### config.mk
export PLATFORM = sky130hd
export DESIGN_NAME = crcchk_unpack
export DESIGN_NICKNAME = d
export VERILOG_FILES = /design/src/rtl/crcchk_pkg.sv /design/src/rtl/crcchk_unpack.sv
export SDC_FILE = /design/constraint.sdc
export NUM_CORES = 1
export LEC_CHECK = 0
export BUFFER_PORTS_ARGS = -buffer_cell sky130_fd_sc_hd__buf_4
export CAP_MARGIN = 20
export CORE_MARGIN = 2
export CORE_UTILIZATION = 55
export DETAILED_ROUTE_END_ITERATION = 10
export PLACE_DENSITY = 0.85
export SYNTH_ARGS = -nofsm -noshare
export SYNTH_HDL_FRONTEND = slang
export SYNTH_SLANG_ARGS = --single-unit
### constraint.sdc
create_clock -name vclk -period 15.28
set_clock_uncertainty 0.2 [all_clocks]
set_input_delay 3.056 -clock vclk [all_inputs]
set_output_delay 3.056 -clock vclk [all_outputs]
set_load 0.01 [all_outputs]
### src/rtl/crcchk_pkg.sv
// crcchk_pkg: shared types and fixed constants of the crc codeword checker
// used by every module of the block; no dependencies

package crcchk_pkg;

  localparam int unsigned CfgIdxW  = 2;
  localparam int unsigned CfgDataW = 16;
  localparam int unsigned ByteW    = 8;
  localparam int unsigned NarrowDw = 4;
  localparam int unsigned WideDw   = 8;
  localparam int unsigned StatW    = 16;

  // configuration register indexes
  typedef enum logic [CfgIdxW-1:0] {
    REG_GEN_POLY = 2'd0,
    REG_GEN_LEN  = 2'd1,
    REG_WIDE_DW  = 2'd2
  } cfg_reg_t;

  // which codewords one data byte completes
  typedef struct packed {
    logic first_done;
    logic second_done;
  } unpack_flags_t;

  // check outcome of one codeword
  typedef struct packed {
    logic            bad;
    logic [ByteW-1:0] dataword;
  } div_res_t;

  // one result word as it leaves the block
  typedef struct packed {
    logic             codeword_bad;
    logic [ByteW-1:0] dataword_value;
    logic             byte_ready;
    logic [ByteW-1:0] decoded_byte;
    logic [StatW-1:0] words_seen;
    logic [StatW-1:0] errors_seen;
    logic             run_last;
  } result_t;

endpackage

### src/rtl/crcchk_unpack.sv
// crcchk_unpack: splits one data byte against the held bits into up to two codewords
// depends on crcchk_pkg

module crcchk_unpack #(
  parameter int unsigned MAX_GEN_BITS = 16,
  localparam int unsigned CW_W = MAX_GEN_BITS + 7,
  localparam int unsigned ACC_W = MAX_GEN_BITS + 6,
  localparam int unsigned CL_W = $clog2(CW_W + 1),
  localparam int unsigned HW = $clog2(ACC_W + 9)
) (
  input  logic [ACC_W-1:0]              acc,
  input  logic [HW-1:0]                 held,
  input  logic [2:0]                    pad,
  input  logic [crcchk_pkg::ByteW-1:0]  data_byte,
  input  logic [CL_W-1:0]               cw_len,
  output logic [CW_W-1:0]               cw_first,
  output logic [CW_W-1:0]               cw_second,
  output crcchk_pkg::unpack_flags_t     flags,
  output logic [ACC_W-1:0]              acc_next,
  output logic [HW-1:0]                 held_next
);

  localparam int unsigned KW = HW + 1;

  logic [3:0]                            nb;
  logic [KW-1:0]                         held_k, len_k, nb_k, k1, k2, left;
  logic [ACC_W+crcchk_pkg::ByteW-1:0]    full, full_sh;
  logic [crcchk_pkg::ByteW-1:0]          byte_sh, keep, fresh;
  logic [CW_W-1:0]                       len_mask;

  always_comb begin
    // bits of this byte that count, MSB first
    nb     = 4'd8 - {1'b0, pad};
    held_k = KW'(held);
    len_k  = KW'(cw_len);
    nb_k   = KW'(nb);

    // new bits consumed up to each codeword end
    k1 = (held_k >= len_k) ? KW'(1) : len_k - held_k;
    k2 = k1 + len_k;
    flags.first_done  = (k1 <= nb_k);
    flags.second_done = flags.first_done && (k2 <= nb_k);

    // codeword windows
    len_mask  = ~({CW_W{1'b1}} << cw_len);
    full      = {acc, data_byte};
    full_sh   = full >> (nb_k - k1);
    cw_first  = full_sh[CW_W-1:0] & len_mask;
    byte_sh   = data_byte >> (nb_k - k2);
    cw_second = CW_W'(byte_sh) & len_mask;

    // bits left over after the last codeword
    if (flags.second_done) begin
      left = nb_k - k2;
    end else if (flags.first_done) begin
      left = nb_k - k1;
    end else begin
      left = held_k + nb_k;
    end
    keep  = ~(8'hFF << left);
    fresh = data_byte & ~(8'hFF << nb);

    if (flags.first_done) begin
      acc_next = ACC_W'(data_byte & keep);
    end else begin
      acc_next = (acc << nb) | ACC_W'(fresh);
    end
    held_next = HW'(left);
  end

endmodule

-- Word level (Yosys, flattened, before mapping)
Cells that the tools add are included.
- bits of input ports: 43
- memories kept: 0
- register bits: 0
- output and inout bits: 75
- memory bits (read-only): 0
- logic and storage cells: 28
- memory bits (writable): 0
- bits in latches: 0
- add/subtract/negate cells: 6
- muxes and demuxes: 4
- reduce and logical (&&, ||, !) cells: 1
- shifts and indexed selects: 6
- multipliers: 0
- bitwise operators: 8
- divide/modulo/power cells: 0
- equality and inequality tests: 0
- $lt $le $gt $ge: 3
- operator list (operator ; number):
    $shr A30 B6 Y23 ; 1
    $and A23 B23 Y23 ; 1
    $and A8 B23 Y23 ; 1
    $not A23 Y23 ; 1
    $shl A23 B5 Y23 const A ; 1
    $mux W22 ; 1
    $or A22 B8 Y22 ; 1
    $shl A22 B4 Y22 ; 1
    $mux W6 ; 3
    $and A8 B8 Y8 ; 2
    $not A8 Y8 ; 2
    $le A6 B4 Y1 ; 2
    $sub A4 B6 Y6 ; 2
    $shl A8 B4 Y8 const A ; 1
    $shl A8 B6 Y8 const A ; 1
    $shr A8 B6 Y8 ; 1
    $add A5 B4 Y6 ; 1
    $add A6 B5 Y6 ; 1
    $sub A5 B5 Y6 ; 1
    $ge A5 B5 Y1 ; 1
    $sub A4 B3 Y4 const A ; 1
    $logic_and A1 B1 Y1 ; 1

-- Depth between registers and ports, before layout
Gate-level depths: netlist of the first run.
- word-level depth: 10
- depth in mapped cells: 24
- depth with buffers taken out: 24

-- Worst setup path before layout of the first run
No wires, ideal clock.
- path type: input-to-output
- start: in cw_len[0]
- end: out acc_next[6]
- stages: 20
- data required time: 12.024 ns
- arrival time: 7.270 ns
- buffers on the path: 1
- setup slack: 4.754 ns
- path through: inv_1 > ha_1 > inv_1 > fa_1 > a21o_2 > a21o_1 > a21oi_1 > nor2_1 > nand2_1 > ha_1 > fa_1 > fa_1 > nand2b_1 > a21oi_1 > a2bb2oi_2 > and2_1 > buf_6 > mux2i_1 > o2111ai_2 > a221oi_2
- cells in the longest elaborated chain, start to end: 10
- elaborated cells between the ends (all ways): 15
- those cells by class: add/sub (4); order compare (3); shift (1); mux (4); bitwise (2); reduce/logical (1)
- RTL lines (element ; RTL line ; source):
    start: declaration ; crcchk_unpack.sv:15 ; input logic [CL_W-1:0] cw_len,
    $sub A5 B5 Y6 / $ge A5 B5 Y1 (equally long branches) ; crcchk_unpack.sv:39 ; k1 = (held_k >= len_k) ? KW'(1) : len_k - held_k;
    $mux W6 ; crcchk_unpack.sv:39 ;
    $add A6 B5 Y6 ; crcchk_unpack.sv:40 ; k2 = k1 + len_k;
    $le A6 B4 Y1 ; crcchk_unpack.sv:42 ; flags.second_done = flags.first_done && (k2 <= nb_k);
    $logic_and A1 B1 Y1 ; crcchk_unpack.sv:42 ;
    $mux W6 ; crcchk_unpack.sv:53 ; if (flags.second_done) begin
    $shl A8 B6 Y8 ; crcchk_unpack.sv:60 ; keep = ~(8'hFF << left);
    $not A8 Y8 ; crcchk_unpack.sv:60 ;
    $and A8 B8 Y8 ; crcchk_unpack.sv:64 ; acc_next = ACC_W'(data_byte & keep);
    $mux W22 * ; crcchk_unpack.sv:63 ; if (flags.first_done) begin
    end: declaration ; crcchk_unpack.sv:19 ; output logic [ACC_W-1:0] acc_next,
Mark *: on every way between the ends. The rest lies on a longest branch, timed or not.

-- Final worst setup path of the first run
Ends and elaborated chain as after synthesis.

==> results of run 1 <==
## per-layer routing
layer	GRT usage, %	wire length [um]
met5	0	0
met4	4.412	231
met3	2.417	1470
met2	55.50	6799
met1	48.00	6091
## metrics by stage
step	total power [W]	setup slack, ns	hold slack (ns)	area (um2)
floorplan	0.0003865	4.754	6.044	4419
global placement	0.0005274	4.275	6.336	5037
detailed placement	0.0005364	4.089	6.343	5037
CTS	0.0005392	4.092	6.343	5037
global route	0.0005974	3.656	6.374	5037
finish	0.0005504	4.060	6.345	5037
## power breakdown
group / switching (W) / internal, W / total (W)
sequential: 0 / 0 / 0
clock: 0 / 0 / 0
combinational: 0.000324 / 0.000227 / 0.000550
total: 0.000324 / 0.000227 / 0.000550
## cell families (layout without fill, tap and decap cells)
| logic type | after synthesis | in the layout | share of synthesized area, % |
|---|---|---|---|
| AO/OA/AOI/OAI | 174 | 174 | 26.65 |
| other | 1 | 15 | 0.08588 |
| multiplexers | 82 | 82 | 25.73 |
| buffers and inverters | 87 | 136 | 10.34 |
| adder cells (fa/ha/maj) | 30 | 30 | 9.456 |
| AND/OR/NAND/NOR | 232 | 232 | 24.93 |
| XOR/XNOR | 14 | 14 | 2.808 |
## how the worst max path moves through the flow
stage	startpoint	to	slack [ns]
final	cw_len[0]	acc_next[6]	4.06
after global routing	cw_len[0]	acc_next[6]	3.66
after CTS	cw_len[0]	acc_next[6]	4.09
after detailed placement	cw_len[0]	acc_next[6]	4.09
after global placement	cw_len[0]	acc_next[6]	4.27
after floorplan	cw_len[0]	acc_next[6]	4.75
## area by class of cell
class	instances	area, um2	share of cell area (%)
Tap cell	102	127.6	2.534
Timing Repair Buffer	111	833.3	16.54
Multi-Input combinational cell	547	3983	79.06
Inverter	25	93.84	1.863
## placed cells by master (no fill, tap or decap), drive strengths merged, types with 5 or more instances in the layout
master,count
ha,25
nor3,22
xor2,8
o21ai,36
o21a,7
a21oi,49
a31oi,5
nor4,8
conb,15
nand2,84
mux2,12
a211oi,27
xnor2,6
nor2,60
a21o,9
fa,5
inv,24
nor2b,8
and2,8
a311oi,7
nand3,12
buf,111
mux4,23
a2111oi,5
mux2i,47
and3,9
==> summary.txt, run 1 <==
Synthesis
  – Synth cell count leaders: nand2_1, nor2_1, a21oi_1
  – Mapped cell area: 0.004367 mm2
  – Syn Inst Count: 620
  – Ranking of synthesized cells by area: mux4_2, mux2i_1, nand2_1
  – Library cells used by synthesis: just under 70
  – Synth area leader: mux4_2
  – Most numerous cell in the Yosys netlist: nand2_1
  – Yosys warning count: 0
  – Sequential share of the synthesized area: 0%
  – Synth top area share: 11.86%
  – Syn_area_per_cell: 7.043 um2

GRT
  – Initial antenna violation count: 0
  – Overall Global Routing Usage: 33.13%
  – Vias in the first global route: ~4600
  – GRT overflow: 0
  – First-pass GRT wire length: 23.69 mm
  – Largest net degree at the start of global routing: 38

Placement
  – DP Wirelength: around 11 mm
  – PortBufs: about 100
  – Final RePlAce weighted congestion: approximately 0.97
  – Placed insts: 785

Floorplanning
  – Initial Utilization: 56.51%
  – Die area: 0.008669 mm2
  – # IOs: 118
  – Die X: ~93 um
  – Core area: 0.007727 mm2
  – Num rows: 32
  – Die Height: around 93 um

Timing
  – RSZ-0062 raised after global routing: false
  – Setup TNS: 0 ns
  – Slew Viols, Final: 0
  – Min cycle time layout: 11.22 ns
  – Slew headroom: 39.10%
  – # setup viols final: 0
  – Fmax: 89.12 MHz
  – Fin crit share: 73.43%
  – Worst-Margin Slew: 0.9135 ns
  – Final hold vios: 0

Worst hold path
  – Hold_sp: data_byte[0]
  – Hold path cells: 4
  – Worst hold-check path type: input pin to output port
  – Worst hold path endpoint: acc_next[0]

Clock tree
  – PostCTS Resize Cnt: 0
  – Post-CTS Setup Repair Bufs: 0
  – Quantity of hold-fixing buffers added after cts: 0

Setup path
  – Worst path depth: 21
  – Req. time, crit path: 12.02 ns
  – Startpoint Class: input pin
  – Crit path DAT: 7.96 ns
  – WS Path Type: input pin to output port
  – Crit-path leading delay family: adder cells
  – Crit path buffers/inverters: 4
  – CP peak stage delay: ~0.5 ns
  – Critical Path, Cell by Cell: buf_4, inv_1, ha_1, inv_1, fa_1, a21o_2, a21o_1, a21oi_1, nor2_1, nand2_1, ha_1, fa_1, fa_1, nand2b_1, a21oi_1, a2bb2oi_2, and2_1, mux2i_1, o2111ai_2, a221oi_2, buf_4
  – Crit Path Max Fanout: 8
  – Worst path slowest cell: mux2i_1
  – CP endpoint kind: output port
  – Top cell by count, worst path: fa_1

Run
  – Max Cap Viol: 0

Drt
  – Wire per inst: 18.59 um
  – Routed Antenna Nets: 0
  – Vias: 5149
  – Vias/cell: roughly 6.6
  – Residual DRC count: 0
  – Initial DRT Pass Iterations: 5
  – Final WL: 14.59 mm
  – Initial drt markers: roughly 540

Final layout
  – FF/Latch Area: 0 um2
  – Filler cell count: ~730
  – Share of layout cells above drive strength 1: between 20% and 30%
  – Non-Filler Instances: 785
  – Clkbuf count: 0
  – Number of sequential cells: 0
  – Nets: ~760
  – Area Overhead vs Synth: 15.36%
  – Final core occ: 65.19%
  – N_diodes: 0

Pwr
  – PwrDens: 109.3 mW/mm2
  – Leak: 2.287 nW
  – Max VDD drop: 0.05688 mV

Outcome
  – Outcome: completed
(Power assumes the default switching activity.)
==> run 2: changes to the inputs <==
Settings changed: CORE_UTILIZATION 55 to 51, PLACE_DENSITY 0.85 to 0.83.
Clock period 15.28 ns to 9.1 ns, I/O delays scaled along.
==> summary.txt, run 2 (synthesis results as in run 1) <==
Setup path
  – Req. time, crit path: 7.08 ns (-4.94 ns)
  – CP endpoint kind: output port
  – Critical Path, Cell by Cell: buf_4, inv_1, ha_1, inv_1, fa_1, a21o_2, a21o_1, a21oi_1, nor2_1, nand2_1, ha_1, fa_1, fa_1, nand2b_1, a21oi_1, a2bb2oi_2, and2_1, mux2i_2, o2111ai_2, a221oi_2, buf_4
  – Top cell by count, worst path: fa_1
  – Crit path DAT: 6.80 ns (-1.16 ns)
  – CP peak stage delay: 0.49 ns (about the same)
  – Worst path slowest cell: fa_1
  – Startpoint Class: input pin
  – Crit Path Max Fanout: 8 (unchanged)
  – WS Path Type: input pin to output port

Final layout
  – Multi-input logic area: 0.003986 mm2 (about the same)
  – Final Cell Area: 0.005082 mm2 (+0.89%)
  – Filler cell count: 785 (+7.4%)
  – Commonest non-fill, non-tap cells in the layout: buf_4, nand2_1, nor2_1
  – Share of layout cells above drive strength 1: 25.29% (+0.69 points)
  – Final core occ: 61.55% (-3.6 points)
  – FF/Latch Area: 0 um2 (unchanged)
  – Commonest non-fill, non-tap cell in the layout: buf_4
  – Number of sequential cells: 0 (unchanged)
  – N_diodes: 0 (unchanged)
  – Area Overhead vs Synth: 16.39%
  – Clkbuf count: 0 (unchanged)
  – Nets: 763 (+0.66%)

Timing
  – Min cycle time layout: just under 9 ns
  – RSZ-0062 raised after global routing: false
  – Slew headroom: 52.45% (+13 points)
  – Slew Viols, Final: 0 (unchanged)
  – Final hold vios: 0 (unchanged)
  – # setup viols final: 0 (unchanged)
  – Setup TNS: 0 ns (unchanged)
  – Worst-Margin Slew: 0.7132 ns (-0.2004 ns)
  – Fin crit share: a little over nine tenths
  – Fmax: 113.4 MHz

Drt
  – Initial drt markers: 467 (-13%)
  – Vias: 5131 (-0.35%)
  – Wire per inst: 18.75 um (+0.87%)
  – Vias/cell: 6.470 (-1.4%)
  – Initial DRT Pass Iterations: 5 (unchanged)
  – Residual DRC count: 0 (unchanged)
  – Final WL: 14.87 mm (+1.9%)
  – Routed Antenna Nets: 0 (unchanged)

Floorplanning
  – Die X: 96.53 um (+3.7%)
  – # IOs: 118 (unchanged)
  – Num rows: 33 (+3.1%)
  – Initial Utilization: 52.88% (-3.6 points)
  – Core area: 0.008258 mm2 (+6.9%)
  – Die area: 0.009318 mm2 (+7.5%)
  – Die Height: 96.53 um (+3.7%)

Clock tree
  – Quantity of hold-fixing buffers added after cts: 0 (unchanged)
  – Post-CTS Setup Repair Bufs: 0 (unchanged)
  – PostCTS Resize Cnt: 0 (unchanged)

GRT
  – Initial antenna violation count: 0 (unchanged)
  – Vias in the first global route: 4727 (+2.0%)
  – Overall Global Routing Usage: 31.81% (-1.3 points)
  – Largest net degree at the start of global routing: 38 (unchanged)
  – First-pass GRT wire length: 23.64 mm (-0.23%)
  – GRT overflow: 0 (unchanged)

Outcome
  – Outcome: completed

Pwr
  – Leak: 2.312 nW (+1.1%)
  – PwrDens: 184.6 mW/mm2 (+69%)
  – Max VDD drop: 0.08216 mV (+44%)

Placement
  – Final RePlAce weighted congestion: 0.9660 (-0.73%)
  – PortBufs: 103 (unchanged)
  – DP Wirelength: 11.73 mm (+2.6%)
  – Area after DPL: 0.005079 mm2 (+0.82%)

Run
  – Max Cap Viol: 0 (unchanged)

Worst hold path
  – Worst hold-check path type: input pin to output port
-- run 2: cell count changes in the layout (fill, tap and decap cells not counted) --
cell     change
buf_4        +5
mux2i_2      +1
mux2i_1      -1
-- run 2: stage by stage --
step / setup slack (ns) / instances / total power, W / hold slack (ns)
finish: 0.2781 / 793 / 0.0009380 / 3.868
global route: 0.01115 / 793 / 0.001014 / 3.884
CTS: 0.2851 / 793 / 0.0009157 / 3.861
detailed placement: 0.2883 / 793 / 0.0009110 / 3.860
global placement: 0.5297 / 793 / 0.0008933 / 3.854
floorplan: 1.046 / 634 / 0.0006490 / 3.572
-- run 2: critical path: cells and delay by family --
kind	cells	cell delay, ns
AND/OR/NAND/NOR	4	0.69
multiplexers	1	0.41
adder cells (fa/ha/maj)	5	1.83
buffers and inverters	4	0.44
AO/OA/AOI/OAI	7	1.61
-- run 2: layout make-up --
| cell class | count | share of cell area (%) |
|---|---|---|
| inverter | 25 | 1.846 |
| multi-input combinational | 547 | 78.43 |
| tap | 105 | 2.585 |
| timing repair buffer | 116 | 17.13 |
-- run 2: report_power, final --
group	switching (W)	internal [W]
combinational	0.000551	0.000387
sequential	0	0
clock	0	0
-- run 2: final timing paths --
path / startpoint / endpoint / slack, ns / cells past startpoint
setup / recovery: cw_len[0] / acc_next[6] / 0.28 / 21
hold / removal: data_byte[3] / acc_next[3] / 3.87 / 4
-- run 2: routing by layer --
metal  GRT usage, %  wire length [um]  up-vias
met5              0                 0        -
li1               -                 -     2410
met2          52.03              6798      297
met1          45.95              6399     2394
met3          1.707              1304       30
met4          7.746               368        0
